<file path="src/design/brbo_pkg.sv">
// Shared constants, action codes and payload types of the byte ring buffer.
package brbo_pkg;

  localparam int unsigned DEPTH    = 256;
  localparam int unsigned IDX_W    = (DEPTH > 1) ? $clog2(DEPTH) : 1;
  localparam int unsigned CNT_W    = $clog2(DEPTH + 1);
  localparam int unsigned FILL_W   = 9;
  localparam int unsigned DROP_W   = 16;

  typedef enum logic [1:0] {
    ACT_PUSH_TAIL = 2'd0,
    ACT_POP       = 2'd1,
    ACT_PUSH_HEAD = 2'd2,
    ACT_IDLE      = 2'd3
  } action_e;

  typedef struct packed {
    logic [1:0] action;
    logic [7:0] data_in;
    logic       chunk_end;
  } in_item_t;

  typedef struct packed {
    logic [7:0]        data_out;
    logic              data_valid;
    logic              dropped;
    logic [DROP_W-1:0] dropped_in_chunk;
    logic [FILL_W-1:0] fill_count;
  } out_item_t;

  // Result flags computed by the pointer logic; the byte comes from the store.
  typedef struct packed {
    logic              data_valid;
    logic              dropped;
    logic [DROP_W-1:0] dropped_in_chunk;
    logic [FILL_W-1:0] fill_count;
  } status_t;

  // Access to the byte store for one transfer.
  typedef struct packed {
    logic             we;
    logic [IDX_W-1:0] waddr;
    logic [7:0]       wdata;
    logic [IDX_W-1:0] raddr;
  } mem_req_t;

endpackage

</file>
<file path="src/design/brbo_if.sv">
// Valid/ready channel interfaces for the input and result streams.
interface brbo_in_if import brbo_pkg::*; ();
  logic     valid;
  logic     ready;
  in_item_t data;

  modport source (output valid, output data, input ready);
  modport sink   (input valid, input data, output ready);
endinterface

interface brbo_out_if import brbo_pkg::*; ();
  logic      valid;
  logic      ready;
  out_item_t data;

  modport source (output valid, output data, input ready);
  modport sink   (input valid, input data, output ready);
endinterface

</file>
<file path="src/design/brbo_ram.sv">
// Generic single-write, single-read RAM with registered read data.
module brbo_ram #(
  parameter int unsigned Depth = 256,
  parameter int unsigned Width = 8
) (
  input  logic                     clk_i,
  input  logic                     we_i,
  input  logic [$clog2(Depth)-1:0] waddr_i,
  input  logic [Width-1:0]         wdata_i,
  input  logic                     re_i,
  input  logic [$clog2(Depth)-1:0] raddr_i,
  output logic [Width-1:0]         rdata_o
);

  logic [Width-1:0] mem [Depth];
  logic [Width-1:0] rdata_q;

  always_ff @(posedge clk_i) begin
    if (we_i) begin
      mem[waddr_i] <= wdata_i;
    end
  end

  always_ff @(posedge clk_i) begin
    if (re_i) begin
      rdata_q <= mem[raddr_i];
    end
  end

  assign rdata_o = rdata_q;

endmodule

</file>
<file path="src/design/brbo_ctrl.sv">
// Head pointer, fill count and per-chunk drop counter of the ring buffer.
module brbo_ctrl import brbo_pkg::*; (
  input  logic     clk_i,
  input  logic     rst_ni,
  input  logic     accept_i,
  input  in_item_t item_i,
  output mem_req_t mem_req_o,
  output status_t  status_o
);

  localparam logic [IDX_W-1:0]  LastIdx  = IDX_W'(DEPTH - 1);
  localparam logic [CNT_W-1:0]  FullCnt  = CNT_W'(DEPTH);
  localparam logic [CNT_W:0]    DepthW   = (CNT_W + 1)'(DEPTH);
  localparam logic [DROP_W-1:0] DropMax  = '1;

  logic [IDX_W-1:0]  head_q, head_d;
  logic [CNT_W-1:0]  count_q, count_d;
  logic [DROP_W-1:0] drops_q, drops_d;
  status_t           status_q, status_d;

  logic              full, empty, drop;
  logic [CNT_W:0]    tail_sum, tail_wrap;
  logic [IDX_W-1:0]  tail_idx, head_inc, head_dec;
  logic [DROP_W-1:0] drops_item;
  logic [31:0]       count_wide;

  assign full  = (count_q == FullCnt);
  assign empty = (count_q == '0);

  // head + count stays below twice the depth, so one subtract wraps it.
  assign tail_sum  = (CNT_W + 1)'(head_q) + (CNT_W + 1)'(count_q);
  assign tail_wrap = (tail_sum >= DepthW) ? tail_sum - DepthW : tail_sum;
  assign tail_idx  = tail_wrap[IDX_W-1:0];
  assign head_inc  = (head_q == LastIdx) ? '0 : head_q + IDX_W'(1);
  assign head_dec  = (head_q == '0) ? LastIdx : head_q - IDX_W'(1);

  always_comb begin
    head_d          = head_q;
    count_d         = count_q;
    drop            = 1'b0;
    mem_req_o.we    = 1'b0;
    mem_req_o.waddr = tail_idx;
    mem_req_o.wdata = item_i.data_in;
    mem_req_o.raddr = head_q;
    status_d        = status_q;
    status_d.data_valid = 1'b0;
    case (action_e'(item_i.action))
      ACT_PUSH_TAIL: begin
        mem_req_o.we = 1'b1;
        if (full) begin
          // The tail slot is the oldest byte, which is overwritten.
          head_d = head_inc;
          drop   = 1'b1;
        end else begin
          count_d = count_q + CNT_W'(1);
        end
      end
      ACT_POP: begin
        if (!empty) begin
          status_d.data_valid = 1'b1;
          head_d  = head_inc;
          count_d = count_q - CNT_W'(1);
        end
      end
      ACT_PUSH_HEAD: begin
        // When full, the slot before the head holds the newest byte.
        mem_req_o.we    = 1'b1;
        mem_req_o.waddr = head_dec;
        head_d          = head_dec;
        if (full) begin
          drop = 1'b1;
        end else begin
          count_d = count_q + CNT_W'(1);
        end
      end
      default: begin
      end
    endcase

    drops_item = (drop && drops_q != DropMax) ? drops_q + DROP_W'(1) : drops_q;
    drops_d    = item_i.chunk_end ? '0 : drops_item;
    count_wide = 32'(count_d);
    status_d.dropped          = drop;
    status_d.dropped_in_chunk = drops_item;
    status_d.fill_count       = count_wide[FILL_W-1:0];
    mem_req_o.we              = mem_req_o.we & accept_i;
  end

  always_ff @(posedge clk_i or negedge rst_ni) begin
    if (!rst_ni) begin
      head_q  <= '0;
      count_q <= '0;
      drops_q <= '0;
    end else if (accept_i) begin
      head_q  <= head_d;
      count_q <= count_d;
      drops_q <= drops_d;
    end
  end

  always_ff @(posedge clk_i) begin
    if (accept_i) begin
      status_q <= status_d;
    end
  end

  assign status_o = status_q;

endmodule

</file>
<file path="src/design/byte_ring_buffer_overwrite_unget_unit.sv">
// Top level of the byte ring buffer with overwrite of the oldest byte and unget.
//
//   port    role    payload                                             transfer
//   in_i    sink    action, data_in, chunk_end                          valid & ready
//   out_o   source  data_out, data_valid, dropped, dropped_in_chunk,    valid & ready
//                   fill_count
//
// One result per item, in the next cycle; one item per cycle while results go out.
// Pointer update, byte-store write and byte-store read finish in the transfer cycle.
// The input is ready whenever the result register is empty or is being taken.
// Reset clears head, fill count and drop count; the byte store needs no clearing.
module byte_ring_buffer_overwrite_unget_unit import brbo_pkg::*; (
  input  logic        clk_i,
  input  logic        rst_ni,
  brbo_in_if.sink     in_i,
  brbo_out_if.source  out_o
);

  logic     accept;
  logic     out_valid_q;
  mem_req_t mem_req;
  status_t  status;
  logic [7:0] rdata;

  assign in_i.ready = !out_valid_q || out_o.ready;
  assign accept     = in_i.valid && in_i.ready;

  brbo_ctrl u_ctrl (
    .clk_i     (clk_i),
    .rst_ni    (rst_ni),
    .accept_i  (accept),
    .item_i    (in_i.data),
    .mem_req_o (mem_req),
    .status_o  (status)
  );

  brbo_ram #(
    .Depth (DEPTH),
    .Width (8)
  ) u_ram (
    .clk_i   (clk_i),
    .we_i    (mem_req.we),
    .waddr_i (mem_req.waddr),
    .wdata_i (mem_req.wdata),
    .re_i    (accept),
    .raddr_i (mem_req.raddr),
    .rdata_o (rdata)
  );

  always_ff @(posedge clk_i or negedge rst_ni) begin
    if (!rst_ni) begin
      out_valid_q <= 1'b0;
    end else if (accept) begin
      out_valid_q <= 1'b1;
    end else if (out_o.ready) begin
      out_valid_q <= 1'b0;
    end
  end

  assign out_o.valid                 = out_valid_q;
  assign out_o.data.data_out         = status.data_valid ? rdata : 8'h00;
  assign out_o.data.data_valid       = status.data_valid;
  assign out_o.data.dropped          = status.dropped;
  assign out_o.data.dropped_in_chunk = status.dropped_in_chunk;
  assign out_o.data.fill_count       = status.fill_count;

endmodule

</file>
<file path="src/flat_wrapper.sv">
// flat-port wrapper written by rule: the top's interface ports become plain ports
module byte_ring_buffer_overwrite_unget_unit_flat import brbo_pkg::*;
  (clk_i, rst_ni, in_i_valid, in_i_data, in_i_ready, out_o_valid, out_o_data, out_o_ready);
  brbo_in_if in_i_i ();
  brbo_out_if out_o_i ();
  input  logic clk_i;
  input  logic rst_ni;
  input wire logic [$bits(in_i_i.valid)-1:0] in_i_valid;
  input wire logic [$bits(in_i_i.data)-1:0] in_i_data;
  output wire logic [$bits(in_i_i.ready)-1:0] in_i_ready;
  output wire logic [$bits(out_o_i.valid)-1:0] out_o_valid;
  output wire logic [$bits(out_o_i.data)-1:0] out_o_data;
  input wire logic [$bits(out_o_i.ready)-1:0] out_o_ready;
  assign in_i_i.valid = in_i_valid;
  assign in_i_i.data = in_i_data;
  assign in_i_ready = in_i_i.ready;
  assign out_o_valid = out_o_i.valid;
  assign out_o_data = out_o_i.data;
  assign out_o_i.ready = out_o_ready;
  byte_ring_buffer_overwrite_unget_unit u_core (.clk_i(clk_i), .rst_ni(rst_ni), .in_i(in_i_i), .out_o(out_o_i));
endmodule
</file>
<file path="config.mk">
export PLATFORM = sky130hd
export DESIGN_NAME = byte_ring_buffer_overwrite_unget_unit_flat
export DESIGN_NICKNAME = d
export VERILOG_FILES = /design/src/design/brbo_pkg.sv /design/src/design/brbo_if.sv /design/src/design/brbo_ram.sv /design/src/design/brbo_ctrl.sv /design/src/design/byte_ring_buffer_overwrite_unget_unit.sv /design/src/flat_wrapper.sv
export SDC_FILE = /design/constraint.sdc
export NUM_CORES = 2
export LEC_CHECK = 0
export ABC_AREA = 1
export BUFFER_PORTS_ARGS = -buffer_cell sky130_fd_sc_hd__buf_2
export CORE_MARGIN = 10
export CORE_UTILIZATION = 45
export DETAILED_ROUTE_END_ITERATION = 16
export HOLD_SLACK_MARGIN = 0.15
export PLACE_DENSITY = 0.73
export SKIP_LAST_GASP = 1
export SLEW_MARGIN = 20
export SYNTH_ARGS = -nofsm -noshare
export SYNTH_HDL_FRONTEND = slang
export SYNTH_HIERARCHICAL = 1
export SYNTH_SLANG_ARGS = --single-unit
</file>
<file path="constraint.sdc">
create_clock -name clk_i -period 4.6 [get_ports clk_i]
set_clock_uncertainty 0.2 [all_clocks]
set_input_delay 0.92 -clock clk_i [delete_from_list [all_inputs] [get_ports clk_i]]
set_output_delay 0.92 -clock clk_i [all_outputs]
set_load 0.02 [all_outputs]
</file>
==> impl_metrics.json <==
{
  "crit_start": "u_core/u_ctrl/count_q[2]$_DFFE_PN0P_",
  "cp-end-kind": "flop",
  "seq_area_frac_synth": 0.723,
  "post-route-period-util": 0.885,
  "syn-cell-area_um2": 87800,
  "slew_violations": 0,
  "worstReg2RegEnd": "u_core/u_ram/mem[174][5]$_DFFE_PP_",
  "avgViaCountPerCell": 5.79,
  "critPathKind": "reg -> reg",
  "io_pins": 52,
  "pwr-share-seq": 0.369,
  "timing.rr.start": "u_core/u_ctrl/count_q[2]$_DFFE_PN0P_",
  "arrival_ns": 4.34,
  "postCtsSetupBuffers": 0,
  "cts-root-buf": "clkbuf_16",
  "dp_slack_ns": 0.492,
  "die_height_um": 462,
  "grtUsageTotal": 0.211,
  "finalHoldViolCount": 0,
  "worst-r2r-cell-count": 10,
  "rows": 162,
  "fillCellCount": 16100,
  "placement.io_buffers": 51,
  "worst_slack_ns": 0.531,
  "synth_nets": 7636,
  "p_clk_frac": 0.292,
  "ant_nets": 0,
  "clock_latency_ns": 0.85,
  "cts_tree": "built",
  "synthCells": 7607,
  "fmax_ghz": 0.246,
  "first_global_vias": 57500,
  "post-dp-hpwl_mm": 133,
  "synth_top_area_frac": 0.713,
  "route.detailed.drc": 0,
  "whs_ns": 0.282,
  "numClockSinks": 2117,
  "ir_drop_mv": 0.988,
  "synth_area_leaders": "edfxtp_1 (71%), nand3_1 (12%), nand2_1 (10%)",
  "fin_crit_ns": 4.07,
  "cp-start-kind": "flop",
  "clockBufferDepth": 3,
  "multi_input_area_um2": 21300,
  "p_int_mw": 36.9,
  "crit_end": "u_core/u_ram/mem[174][5]$_DFFE_PP_",
  "grt_pass1_wl_mm": 346,
  "power.leakage_nw": 34.4,
  "routed_wirelength_mm": 231,
  "power_switching_mw": 21.8,
  "area_growth_syn_to_layout_pct": 11.2,
  "yosys_warnings": 6,
  "coreArea_um2": 194000,
  "grt_setup_unrepaired": "false",
  "drtIter0Drc": 7853,
  "regArea_um2": 63400,
  "slew_headroom": 0.139,
  "ys_seq_elements": 2117,
  "numCtsBuffers": 197,
  "clk_transition_reported_paths_ns": 0.06,
  "cp_data_required_time_ns": 4.87,
  "worstPathCellList": "ha_1 -> a21oi_1 -> nand2_1 -> a21oi_1 -> xor2_1 -> o21ai_0 -> inv_1 -> nor2_1 -> nand3_1 -> nor2_1",
  "htreeDepth": 4,
  "overflow": 0,
  "r2r_slack_ns": 0.53,
  "place_congestion": 0.876,
  "die_w_um": 462,
  "final_cell_mix": "nand2_1 (2,371), edfxtp_1 (2,083), nand3_1 (2,063)",
  "die_area_um2": 213000,
  "synth_area_per_cell_um2": 11.5,
  "yosys.area.top_type": "edfxtp_1",
  "grt_max_degree": 256,
  "firstDrtPassIters": 6,
  "hold_class": "in -> reg",
  "drive_above_1_share": 0.0757,
  "p_per_area_nw_per_um2": 602,
  "final_common_cell": "nand2_1",
  "avgRoutedWirePerCell_um": 22.5,
  "grt_antenna_before_repair": 6,
  "outcome": "completed",
  "cp_max_fo": 11,
  "tightest_slew_ns": 1.29,
  "via_count": 59300,
  "final_nets": 7564,
  "initial_core_util": 0.451,
  "slowest_stage": "nor2_1",
  "slowest_delay_ns": 0.74,
  "finalSetupTns_ns": 0,
  "synth_cell_types": 39,
  "setup_violations": 0,
  "pwr-share-comb": 0.339,
  "p_sw_frac": 0.372,
  "drv_cap": 0
}
## power groups by stage
stage,combinational [mW],clock [mW],sequential (mW)
after floorplan,13.3,0,22.0
after global placement,19.1,0,22.1
after detailed placement,19.3,0,22.1
after CTS,19.4,17.4,21.7
after global routing,21.4,18.2,21.7
final,19.9,17.2,21.7
## worst max-delay path: cells and delay by family (launching register included)
family	cells	cell delay [ns]
flip-flops	1	0.62
AO/OA/AOI/OAI	3	0.71
adder cells (fa/ha/maj)	1	0.37
AND/OR/NAND/NOR	4	1.59
XOR/XNOR	1	0.11
buffers and inverters	1	0.08
## sequential cells by signal, indices dropped and copies added (netlist names)
signal                  cells
u_core/out_o.valid          1
u_core/u_ctrl/count_q       9
u_core/u_ctrl/head_q        8
u_core/u_ram/rdata_o        8
u_core/u_ctrl/drops_q      16
u_core/u_ctrl/status_o     27
u_core/u_ram/mem         2048
## stage by stage
step,utilization,cell area (um^2),total power [mW],cells
2_1_floorplan,-,87800,35.3,7607
3_3_place_gp,0.466,90600,41.1,9872
3_5_place_dp,0.466,90600,41.4,9872
4_1_cts,0.502,97500,58.5,10200
5_1_grt,0.502,97600,61.3,10200
6_report,0.502,97600,58.8,10300
## cell families (layout without fill, tap and decap cells)
group           count (synthesis)  in the layout  share of synthesized area
simple gates                 4794           4794                      0.236
flops                        2117           2117                      0.723
buf+inv                       621            720                     0.0348
compound gates                 47             47                    0.00314
fa+ha+maj                      14             14                    0.00208
xor+xnor                       14             14                    0.00140
other cells                     0              4                          0
## layout make-up
cell class              instances  share of cell area
repair buffers                241              0.0240
inverters                     109             0.00455
flip-flops and latches       2117               0.650
diodes                          4            0.000103
well taps                    2542              0.0326
clock inverters               135              0.0178
multi-input cells            4869               0.218
clock buffers                 235              0.0529
## synthesized netlist by cell type, drive strengths merged
| cell | instances |
|---|---|
| nor2 | 329 |
| clkbuf | 120 |
| nand3 | 2065 |
| o21ai | 37 |
| or2 | 2 |
| buf | 392 |
| and2 | 1 |
| nand3b | 1 |
| clkinv | 2 |
| a21o | 1 |
| xnor2 | 1 |
| fa | 1 |
| o31ai | 1 |
| ha | 13 |
| dfrtp | 34 |
| edfxtp | 2083 |
| a21boi | 1 |
| nand2 | 2375 |
| a21oi | 6 |
| nor3 | 2 |
| inv | 107 |
| o211ai | 1 |
| nand4 | 19 |
| xor2 | 13 |
## routing by layer
metal / part of all wire / track usage / routed length, um / up-vias
met1: 0.38 / 0.276 / 87700 / 28800
met3: 0.10 / 0.0422 / 24000 / 563
met2: 0.47 / 0.340 / 108000 / 3373
met5: 0.00093 / 0 / 214 / -
met4: 0.047 / 0.0955 / 10900 / 6
li1: - / - / - / 26600
## how the worst min path moves through the flow
stage,from,endpoint,slack [ns],cells after the start
final,in_i_data[0],u_core/u_ctrl/drops_q[5]$_DFFE_PN0P_,0.28,4
after global routing,in_i_data[0],u_core/u_ctrl/drops_q[2]$_DFFE_PN0P_,0.28,4
after global placement,u_core/u_ctrl/drops_q[1]$_DFFE_PN0P_,u_core/u_ctrl/drops_q[1]$_DFFE_PN0P_,0.32,2
after floorplan,u_core/u_ctrl/drops_q[4]$_DFFE_PN0P_,u_core/u_ctrl/drops_q[4]$_DFFE_PN0P_,0.29,2
after CTS,in_i_data[0],u_core/u_ctrl/drops_q[1]$_DFFE_PN0P_,0.22,4
after detailed placement,u_core/u_ctrl/drops_q[4]$_DFFE_PN0P_,u_core/u_ctrl/drops_q[4]$_DFFE_PN0P_,0.34,2
## timing repair
action,in CTS,in global routing
hold buffers,3,0
gates resized for setup,0,0
hold endpoints to repair,35,0
(Power assumes the default switching activity.)
